--- config.mk ---
export PLATFORM = sky130hd
export DESIGN_NAME = button_gesture_classifier
export DESIGN_NICKNAME = d
export VERILOG_FILES = /design/src/sv/bgc_pkg.sv /design/src/sv/bgc_regs.sv /design/src/sv/bgc_in_stage.sv /design/src/sv/bgc_core.sv /design/src/sv/bgc_out_stage.sv /design/src/sv/button_gesture_classifier.sv
export SDC_FILE = /design/constraint.sdc
export NUM_CORES = 1
export LEC_CHECK = 0
export ABC_AREA = 1
export BUFFER_PORTS_ARGS = -buffer_cell sky130_fd_sc_hd__buf_4
export CORE_MARGIN = 2
export CORE_UTILIZATION = 30
export DETAILED_ROUTE_END_ITERATION = 12
export HOLD_SLACK_MARGIN = 0.03
export PLACE_DENSITY = 0.51
export SLEW_MARGIN = 30
export SYNTH_ARGS = -nofsm -noshare
export SYNTH_HDL_FRONTEND = slang
export SYNTH_HIERARCHICAL = 1
export SYNTH_SLANG_ARGS = --single-unit
--- constraint.sdc ---
create_clock -name clk_i -period 3.54 [get_ports clk_i]
set_input_delay 0.177 -clock clk_i [delete_from_list [all_inputs] [get_ports clk_i]]
set_output_delay 0.177 -clock clk_i [all_outputs]
set_load 0.01 [all_outputs]
--- src/sv/bgc_pkg.sv ---
// Shared types, constants and helpers for the button gesture classifier.
package bgc_pkg;

  localparam int unsigned CountWidth = 16;
  localparam int unsigned CfgWidth   = 16;
  localparam int unsigned ApbAddrW   = 3;
  localparam int unsigned ApbDataW   = 32;

  typedef logic [CountWidth-1:0] count_t;
  typedef logic [CfgWidth-1:0]   cfg_val_t;

  localparam count_t CountMax = {CountWidth{1'b1}};

  localparam logic [ApbAddrW-1:0] AddrHoldTicks = ApbAddrW'(0);
  localparam logic [ApbAddrW-1:0] AddrWindow    = ApbAddrW'(4);

  localparam cfg_val_t HoldTicksRst = CfgWidth'(50);
  localparam cfg_val_t WindowRst    = CfgWidth'(20);

  typedef enum logic {
    OP_TICK = 1'b0,
    OP_READ = 1'b1
  } op_e;

  typedef enum logic [1:0] {
    EV_NONE   = 2'd0,
    EV_CLICK  = 2'd1,
    EV_DOUBLE = 2'd2,
    EV_HELD   = 2'd3
  } event_e;

  typedef struct packed {
    op_e  op;
    logic pin_level;
  } item_t;

  typedef struct packed {
    cfg_val_t hold_ticks;
    cfg_val_t double_click_window;
  } cfg_t;

  function automatic count_t sat_to_count(input cfg_val_t v);
    logic [32:0] wide_v;
    logic [32:0] wide_max;
    wide_v   = 33'(v);
    wide_max = (33'd1 << CountWidth) - 33'd1;
    if (wide_v > wide_max) begin
      return count_t'(wide_max);
    end
    return count_t'(wide_v);
  endfunction

endpackage

--- src/sv/bgc_regs.sv ---
// APB configuration registers for the button gesture classifier.
module bgc_regs (
  input  logic                          clk_i,
  input  logic                          rst_ni,
  input  logic                          psel,
  input  logic                          penable,
  input  logic                          pwrite,
  input  logic [bgc_pkg::ApbAddrW-1:0]  paddr,
  input  logic [bgc_pkg::ApbDataW-1:0]  pwdata,
  output logic [bgc_pkg::ApbDataW-1:0]  prdata,
  output logic                          pready,
  output bgc_pkg::cfg_t                 cfg_o
);
  import bgc_pkg::*;

  cfg_val_t hold_q, hold_d;
  cfg_val_t window_q, window_d;
  logic     wr_en;

  assign pready = 1'b1;
  assign wr_en  = psel && penable && pwrite;

  always_comb begin
    hold_d   = hold_q;
    window_d = window_q;
    if (wr_en) begin
      unique case (paddr)
        AddrHoldTicks: hold_d   = pwdata[CfgWidth-1:0];
        AddrWindow:    window_d = pwdata[CfgWidth-1:0];
        default: ;
      endcase
    end
  end

  always_comb begin
    unique case (paddr)
      AddrHoldTicks: prdata = ApbDataW'(hold_q);
      AddrWindow:    prdata = ApbDataW'(window_q);
      default:       prdata = '0;
    endcase
  end

  always_ff @(posedge clk_i or negedge rst_ni) begin
    if (!rst_ni) begin
      hold_q   <= HoldTicksRst;
      window_q <= WindowRst;
    end else begin
      hold_q   <= hold_d;
      window_q <= window_d;
    end
  end

  assign cfg_o.hold_ticks          = hold_q;
  assign cfg_o.double_click_window = window_q;

endmodule

--- src/sv/bgc_in_stage.sv ---
// Input register stage holding one accepted item.
module bgc_in_stage (
  input  logic           clk_i,
  input  logic           rst_ni,
  input  logic           valid_i,
  output logic           ready_o,
  input  bgc_pkg::item_t item_i,
  output logic           valid_o,
  input  logic           ready_i,
  output bgc_pkg::item_t item_o
);
  import bgc_pkg::*;

  logic  valid_q, valid_d;
  item_t item_q;

  assign ready_o = !valid_q || ready_i;

  always_comb begin
    valid_d = valid_q;
    if (ready_o) begin
      valid_d = valid_i;
    end
  end

  always_ff @(posedge clk_i or negedge rst_ni) begin
    if (!rst_ni) begin
      valid_q <= 1'b0;
    end else begin
      valid_q <= valid_d;
    end
  end

  always_ff @(posedge clk_i) begin
    if (ready_o && valid_i) begin
      item_q <= item_i;
    end
  end

  assign valid_o = valid_q;
  assign item_o  = item_q;

endmodule

--- src/sv/bgc_core.sv ---
// Gesture state: press and window counters, event latch and classification.
module bgc_core (
  input  logic              clk_i,
  input  logic              rst_ni,
  input  logic              fire_i,
  input  bgc_pkg::item_t    item_i,
  input  bgc_pkg::cfg_t     cfg_i,
  output bgc_pkg::event_e   event_o
);
  import bgc_pkg::*;

  count_t press_q, press_d;
  count_t window_q, window_d;
  event_e latch_q, latch_d;
  event_e raised;
  count_t hold;
  count_t full;

  assign hold = sat_to_count(cfg_i.hold_ticks);
  assign full = sat_to_count(cfg_i.double_click_window);

  always_comb begin
    press_d  = press_q;
    window_d = window_q;
    latch_d  = latch_q;
    raised   = EV_NONE;
    event_o  = EV_NONE;
    if (item_i.op == OP_READ) begin
      event_o = latch_q;
      latch_d = EV_NONE;
    end else begin
      if (!item_i.pin_level) begin
        if (press_q != CountMax) begin
          press_d = press_q + count_t'(1);
        end
      end else if (press_q != '0) begin
        if (press_q >= hold) begin
          raised   = EV_HELD;
          window_d = '0;
        end else if (window_q != '0) begin
          if (window_q < full) begin
            raised   = EV_DOUBLE;
            window_d = '0;
          end
        end else begin
          window_d = full;
        end
        press_d = '0;
      end else if (window_q != '0) begin
        window_d = window_q - count_t'(1);
        if (window_q == count_t'(1)) begin
          raised = EV_CLICK;
        end
      end
      if (raised != EV_NONE) begin
        latch_d = raised;
      end
      event_o = raised;
    end
  end

  always_ff @(posedge clk_i or negedge rst_ni) begin
    if (!rst_ni) begin
      press_q  <= '0;
      window_q <= '0;
      latch_q  <= EV_NONE;
    end else if (fire_i) begin
      press_q  <= press_d;
      window_q <= window_d;
      latch_q  <= latch_d;
    end
  end

endmodule

--- src/sv/bgc_out_stage.sv ---
// Result register stage holding one finished item.
module bgc_out_stage (
  input  logic            clk_i,
  input  logic            rst_ni,
  input  logic            valid_i,
  output logic            ready_o,
  input  bgc_pkg::event_e event_i,
  output logic            valid_o,
  input  logic            ready_i,
  output bgc_pkg::event_e event_o
);
  import bgc_pkg::*;

  logic   valid_q, valid_d;
  event_e event_q;

  assign ready_o = !valid_q || ready_i;

  always_comb begin
    valid_d = valid_q;
    if (ready_o) begin
      valid_d = valid_i;
    end
  end

  always_ff @(posedge clk_i or negedge rst_ni) begin
    if (!rst_ni) begin
      valid_q <= 1'b0;
    end else begin
      valid_q <= valid_d;
    end
  end

  always_ff @(posedge clk_i) begin
    if (ready_o && valid_i) begin
      event_q <= event_i;
    end
  end

  assign valid_o = valid_q;
  assign event_o = event_q;

endmodule

--- src/sv/button_gesture_classifier.sv ---
// Button gesture classifier top level: click, double click and hold events.
// Input stream: s_axis_tuser carries the opcode (0 poll tick, 1 read and
// clear the latched event), s_axis_tdata[0] the raw pin level (0 pressed).
// Each input item yields exactly one result item on the output stream,
// m_axis_tdata[1:0] = event (0 none, 1 click, 2 double click, 3 held).
// A tick reports the event it raised; a read reports and clears the latch.
// Path: input register, then result register. Throughput: one item per
// cycle while the receiver does not stall, set by the single pass of
// counter compares between the two registers.
// When the receiver stalls, the result register holds its item and the
// input register holds the next one; counters and latch change only when an
// item moves into the result register, so nothing is lost or repeated.
// Reset clears both counters, the latch and both stages, and loads
// hold_ticks = 50 and double_click_window = 20.
// Configuration: APB, hold_ticks at 0x0, double_click_window at 0x4, bits
// [15:0]; write only while no item is in flight.
module button_gesture_classifier (
  input  logic                          clk_i,
  input  logic                          rst_ni,
  input  logic                          s_axis_tvalid,
  output logic                          s_axis_tready,
  input  logic [7:0]                    s_axis_tdata,  // [0] pin_level, [7:1] zero
  input  logic                          s_axis_tuser,  // [0] opcode
  output logic                          m_axis_tvalid,
  input  logic                          m_axis_tready,
  output logic [7:0]                    m_axis_tdata,  // [1:0] event_res, [7:2] zero
  input  logic                          psel,
  input  logic                          penable,
  input  logic                          pwrite,
  input  logic [bgc_pkg::ApbAddrW-1:0]  paddr,
  input  logic [bgc_pkg::ApbDataW-1:0]  pwdata,
  output logic [bgc_pkg::ApbDataW-1:0]  prdata,
  output logic                          pready
);
  import bgc_pkg::*;

  cfg_t   cfg;
  item_t  in_item;
  item_t  stage_item;
  logic   stage_valid;
  logic   out_ready;
  event_e core_event;
  event_e out_event;

  assign in_item.op        = op_e'(s_axis_tuser);
  assign in_item.pin_level = s_axis_tdata[0];

  bgc_regs u_regs (
    .clk_i   (clk_i),
    .rst_ni  (rst_ni),
    .psel    (psel),
    .penable (penable),
    .pwrite  (pwrite),
    .paddr   (paddr),
    .pwdata  (pwdata),
    .prdata  (prdata),
    .pready  (pready),
    .cfg_o   (cfg)
  );

  bgc_in_stage u_in_stage (
    .clk_i   (clk_i),
    .rst_ni  (rst_ni),
    .valid_i (s_axis_tvalid),
    .ready_o (s_axis_tready),
    .item_i  (in_item),
    .valid_o (stage_valid),
    .ready_i (out_ready),
    .item_o  (stage_item)
  );

  bgc_core u_core (
    .clk_i   (clk_i),
    .rst_ni  (rst_ni),
    .fire_i  (stage_valid && out_ready),
    .item_i  (stage_item),
    .cfg_i   (cfg),
    .event_o (core_event)
  );

  bgc_out_stage u_out_stage (
    .clk_i   (clk_i),
    .rst_ni  (rst_ni),
    .valid_i (stage_valid),
    .ready_o (out_ready),
    .event_i (core_event),
    .valid_o (m_axis_tvalid),
    .ready_i (m_axis_tready),
    .event_o (out_event)
  );

  assign m_axis_tdata = {6'd0, out_event};

endmodule
* Yosys cells after proc, flatten, opt, wreduce, memory -nomap -nowiden
Index checks and enable logic that the tools add are counted.
Storage, ports and cells: bits in registers 72, bits of input ports 51, output and inout bits 43, logic and storage cells 60
Operators by class: $add $sub $neg 2, $lt $le $gt $ge 2, equal/unequal tests 5, muxes and demuxes 20, bitwise operators 1, reduce and logical (&&, ||, !) cells 20
Operator list (count):
- two-way mux 16 bit | 8
- one-hot mux 16 bit (2 select lines) | 1
- nonzero test 16 bit | 2
- two-way mux 2 bit | 10
- adder 16 x 1 -> 16 bit (second input constant) | 1
- equality test 16 x 1 -> 1 bit (second input constant) | 1
- >= comparator 16 bit | 1
- less-than comparator 16 bit | 1
- inequality test 16 bit (second input constant) | 1
- subtractor 16 x 1 -> 16 bit (second input constant) | 1
- nonzero test 2 bit | 4
- AND reduction 2 bit | 3
- AND reduction 5 bit | 1
- logical AND 1 bit | 4
- inequality test 4 bit (second input constant) | 1
- AND reduction 4 bit | 1
- equality test 3 bit (second input constant) | 1
- logical NOT 3 bit | 1
- logical NOT 1 bit | 2
- logical OR 1 bit | 2
- inequality test 2 x 1 -> 1 bit (second input constant) | 1
- two-way mux 1 bit | 1
- NOT 1 bit | 1

* Logic depth before layout (Yosys ltp)
depth after elaboration 10, mapped depth 18, depth with buffers taken out 18

* Modules after synthesis
Netlist, hierarchy kept.
By module, submodules not included:
- bgc_core | times used 1, cells each 486, area each 3308.2 µm², sequential area each 850.8 µm²
- bgc_regs | times used 1, cells each 236, area each 1884.3 µm², sequential area each 807.0 µm²
- bgc_in_stage | times used 1, cells each 8, area each 105.1 µm², sequential area each 85.1 µm²
- bgc_out_stage | times used 1, cells each 8, area each 105.1 µm², sequential area each 85.1 µm²
- button_gesture_classifier | times used 1, cells each 9, area each 56.3 µm², sequential area each 0.0 µm²

* Worst setup path after synthesis
Ideal clock, no wire load.
path type register to register, start reg u_regs.hold_q[5], end reg u_core.window_q[7], setup time 0.116 ns, data arrival time 1.948 ns, required time 3.424 ns, setup slack 1.476 ns, stages on the path, launching flop included 16, path buffers 1, clock period less this slack 2.064 ns, cells stage by stage dfstp_2 inv_1 ha_1 a21oi_1 nor2_1 nor2_1 nand2_1 nand2_1 nand2_1 nor2_4 nand4_1 nand2_4 inv_4 buf_6 nand2_1 nand2_1
Between the ends: longest elaborated chain between the ends 3, elaborated cells between the ends (all ways) 5, classes of those cells 1 x order compare; 1 x eq/ne; 2 x mux; 1 x reduce/logical
RTL lines:
- from (decl) | RTL line bgc_regs.sv:16 | cfg_val_t hold_q, hold_d;
- from (signal assigned) | RTL line bgc_regs.sv:45 | hold_q <= HoldTicksRst;
- from (signal assigned) | RTL line bgc_regs.sv:48 | hold_q <= hold_d;
- >= comparator 16 bit (*) | RTL line bgc_core.sv:37 | if (press_q >= hold) begin
- inequality test 4 bit (no source line) / two-way mux 16 bit (equally long branches)
- AND reduction 5 bit (no source line) / two-way mux 16 bit (equally long branches)
- to (signal assigned) | RTL line bgc_core.sv:69 | window_q <= window_d;
- to (decl) | RTL line bgc_core.sv:13 | count_t window_q, window_d;
Mark *: on every way between the ends. The rest lies on a longest branch, timed or not. A chain may end at the register's enable or synchronous reset.

* Final worst setup path
start reg u_core.press_q[0], end reg u_core.press_q[3]
Between the ends: longest elaborated chain between the ends 3, elaborated cells between the ends (all ways) 8, classes of those cells 1 x add/sub; 2 x eq/ne; 2 x mux; 3 x reduce/logical
RTL lines:
- from (decl) | RTL line bgc_core.sv:12 | count_t press_q, press_d;
- from (signal assigned) | RTL line bgc_core.sv:68 | press_q <= press_d;
- adder 16 x 1 -> 16 bit (tied with other cells) | RTL line bgc_core.sv:34 | press_d = press_q + count_t'(1);
- two-way mux 16 bit (tied with other cells) | RTL line bgc_core.sv:33 | if (press_q != CountMax) begin
- two-way mux 16 bit / AND reduction 4 bit (equally long branches)
Parallel ways exist; a longest one is shown, timed or not. The select of a mux whose other input is x is not followed.

==> results.sh <==
export IMPL_grt_use_met3_pct=3.52
export IMPL_setup_violations=0
export IMPL_whs_endpoint="u_in_stage/valid_o"
export IMPL_finClkSkew_ns=0.00751
export IMPL_seqPwrFrac_pct=31.4
export IMPL_critPathCaptureType="register"
export IMPL_cp_max_fo=27
export IMPL_hpwl_um=10300
export IMPL_min_period_ns=2.61
export IMPL_hold_path_class="in -> reg"
export IMPL_track_usage_pct=15.7
export IMPL_viasPerCell=4.69
export IMPL_swShare_pct=42.3
export IMPL_worstSetupPathType="reg -> reg"
export IMPL_tns_ns=0
export IMPL_syn_area_um2=5460
export IMPL_antenna_found_initial=0
export IMPL_hp_start="s_axis_tvalid"
export IMPL_ys_types=39
export IMPL_avgSynthCellArea_um2=7.31
export IMPL_synth_warnings=6
export IMPL_drc=0
export IMPL_fin_nets=871
export IMPL_antenna_left=0
export IMPL_gr_total_overflow=0
export IMPL_r2r_start="u_core/press_q[0]"
export IMPL_drive_gt1_share_pct=12.7
export IMPL_grt_max_degree=69
export IMPL_postLayoutCoreUtil_pct=34.8
export IMPL_drt_total_wl_um=14400
export IMPL_regToRegSetupSlack_ns=0.93
export IMPL_pre_cts_slack_ns=0.936
export IMPL_dp_cells=1000
export IMPL_setup_ws_ns=0.935
export IMPL_worstPathRequired_ns=3.79
export IMPL_instances_no_fill=1019
export IMPL_tightest_slew_ns=0.721
export IMPL_cts_root_buf="clkbuf_16"
export IMPL_rows=49
export IMPL_clock_sinks=72
export IMPL_use_met2_pct=25.8
export IMPL_cts_resized_gates=0
export IMPL_worstSetupStartpointType="register"
export IMPL_antenna_cells=0
export IMPL_clockBufferDepth=2
export IMPL_clkPwrFrac_pct=25.6
export IMPL_cts_made_buffers=9
export IMPL_holdPathStages=3
export IMPL_p_leak_nw=3.25
export IMPL_port_buffer_count=47
export IMPL_yosysMostFrequentCell="nand2_1"
export IMPL_synth_flop_cell="dfrtp_1"
export IMPL_first_pass_iters=4
export IMPL_htree_levels=3
export IMPL_place_gp_congestion=0.831
export IMPL_gr_max_usage_layer="met2"
export IMPL_clkTransAtPathRegs_ns=0.06
export IMPL_max_vdd_ir_drop_v=0.000319
export IMPL_hold_violations=0
export IMPL_core_um2=17900
export IMPL_ys_top_cells_by_count="nand2_1, inv_1, dfrtp_1"
export IMPL_fmax_mhz=384
export IMPL_cts_tree="yes"
export IMPL_grt_pass1_wl_um=24500
export IMPL_drt_initial_drc_count=364
export IMPL_netlist_instances=747
export IMPL_die_width_um=139
export IMPL_grt_use_met1_pct=20.7
export IMPL_p_sw_mw=1.75
export IMPL_synth_top_area_share_pct=28.9
export IMPL_grt_pass1_vias=4809
export IMPL_cap_violations=0
export IMPL_r2r_end="u_core/press_q[3]"
export IMPL_rsz0062_at_grt="false"
export IMPL_fin_crit_sh_pct=73.6
export IMPL_p_int_mw=2.39
export IMPL_via_count=4779
export IMPL_synth_edf_count=4
export IMPL_power_density_nw_per_um2=663
export IMPL_wl_per_cell_um=14.1
export IMPL_crit_arrival_ns=2.86
export IMPL_reg2regPathDepth=11
export IMPL_synth_area_top_cells="dfrtp_1, nand2_1, ha_1, inv_1, nand3_1"
export IMPL_slew_viol_final=0
export IMPL_relSlewSlack_pct=51.8
export IMPL_yosysSeqAreaShare_pct=33.5
export IMPL_die_area_um2=19300
export IMPL_start_util_pct=30.5
export IMPL_yosysTopAreaCell="dfrtp_1"
export IMPL_pwr_share_comb_pct=43.0
export IMPL_fp_dieH_um=139
export IMPL_async_reset_ff_share_pct=94.4
export IMPL_ys_seq_elements=72
export IMPL_pin_count=94
export IMPL_status="finished clean"
export IMPL_syn_to_final_growth_pct=14.2
export IMPL_insertion_delay_ns=0.34
[critical path: stages, from the launching register on]
cell and delay [ns]:
dfrtp_1 0.39, inv_1 0.10, ha_1 0.23, nand3_1 0.10, nor2_1 0.07, nand2_2 0.41, inv_2 0.22, nand2_1 0.12
nand3_2 0.28, inv_2 0.31, nand3_1 0.11, a22oi_1 0.16
[routing by layer]
metal / routed length (um) / share of wire (%) / vias to the layer above
li1: - / - / 2442
met1: 6750 / 47 / 2215
met2: 6740 / 47 / 109
met3: 726 / 5.0 / 13
met4: 193 / 1.3 / 0
met5: 0 / 0 / -
[cells by family (layout without fill, tap and decap cells)]
group | after synthesis | count (layout) | share of synthesized area [%]
xor+xnor | 17 | 17 | 2.73
fa+ha+maj | 35 | 35 | 8.02
simple gates | 347 | 347 | 29.1
flops | 72 | 72 | 33.5
compound gates | 106 | 106 | 11.7
buf+inv | 167 | 190 | 14.8
other cells | 3 | 23 | 0.206
[power by group through the flow]
stage,combinational [mW],clock (mW),sequential [mW]
2_1_floorplan,1.44,0,1.22
3_3_place_gp,1.77,0,1.31
3_5_place_dp,1.78,0,1.31
4_1_cts,1.79,1.09,1.30
5_1_grt,2.07,1.12,1.34
6_report,1.78,1.06,1.30
[cell usage in the layout, fill, tap and decap left out, types with 12 or more instances in the layout]
| cell type | netlist | routed |
|---|---|---|
| nand2_1 | 189 | 188 |
| inv_1 | 113 | 113 |
| dfrtp_1 | 63 | 63 |
| nand3_1 | 57 | 57 |
| buf_4 | 25 | 50 |
| o21ai_0 | 38 | 38 |
| nor2_1 | 35 | 35 |
| ha_1 | 35 | 35 |
| o21bai_1 | 32 | 32 |
| nand4_1 | 30 | 30 |
| conb_1 | 3 | 23 |
| a21oi_1 | 23 | 23 |
| nor3_1 | 13 | 13 |
| xor2_1 | 12 | 12 |
[metrics by stage]
stage / power (mW) / instance area (um2) / hold WS (ns)
floorplan: 2.66 / 5530 / -0.119
global placement: 3.08 / 5850 / 0.364
detailed placement: 3.09 / 5850 / 0.363
CTS: 4.18 / 6230 / 0.0320
global route: 4.53 / 6230 / 0.0569
finish: 4.13 / 6230 / 0.0416
[flip-flops by register name (all words and copies together) (netlist names), 2 cells and up]
name                 flops
u_core/latch_q           2
u_in_stage/item_o        2
u_out_stage/event_o      2
u_core/window_q         16
u_regs/hold_q           16
u_regs/window_q         16
u_core/press_q          16
[cell type report]
| class | count | area (um2) |
|---|---|---|
| fillers | 1959 | 11700 |
| clock inverters | 5 | 86.3 |
| well taps | 229 | 287 |
| flip-flops and latches | 72 | 1830 |
| repair buffers | 54 | 417 |
| inverters | 120 | 453 |
| multi-input cells | 528 | 2900 |
| clock buffers | 11 | 264 |
[timing repair]
| item | CTS | global route |
|---|---|---|
| endpoints found under the hold margin | 40 | 0 |
| setup buffers | 0 | 0 |
| hold buffers | 3 | 0 |
[worst max path at each step]
stage | startpoint | to | slack [ns] | depth (start not counted)
2_1_floorplan | u_regs/hold_q[5] | u_core/window_q[7] | 1.48 | 15
3_3_place_gp | u_core/press_q[0] | u_core/press_q[3] | 0.92 | 11
3_5_place_dp | u_core/press_q[0] | u_core/press_q[3] | 0.94 | 11
4_1_cts | u_core/press_q[0] | u_core/press_q[3] | 0.92 | 11
5_1_grt | u_core/press_q[0] | u_core/press_q[3] | 0.64 | 11
6_report | u_core/press_q[0] | u_core/press_q[3] | 0.93 | 11
(Power assumes the default switching activity.)
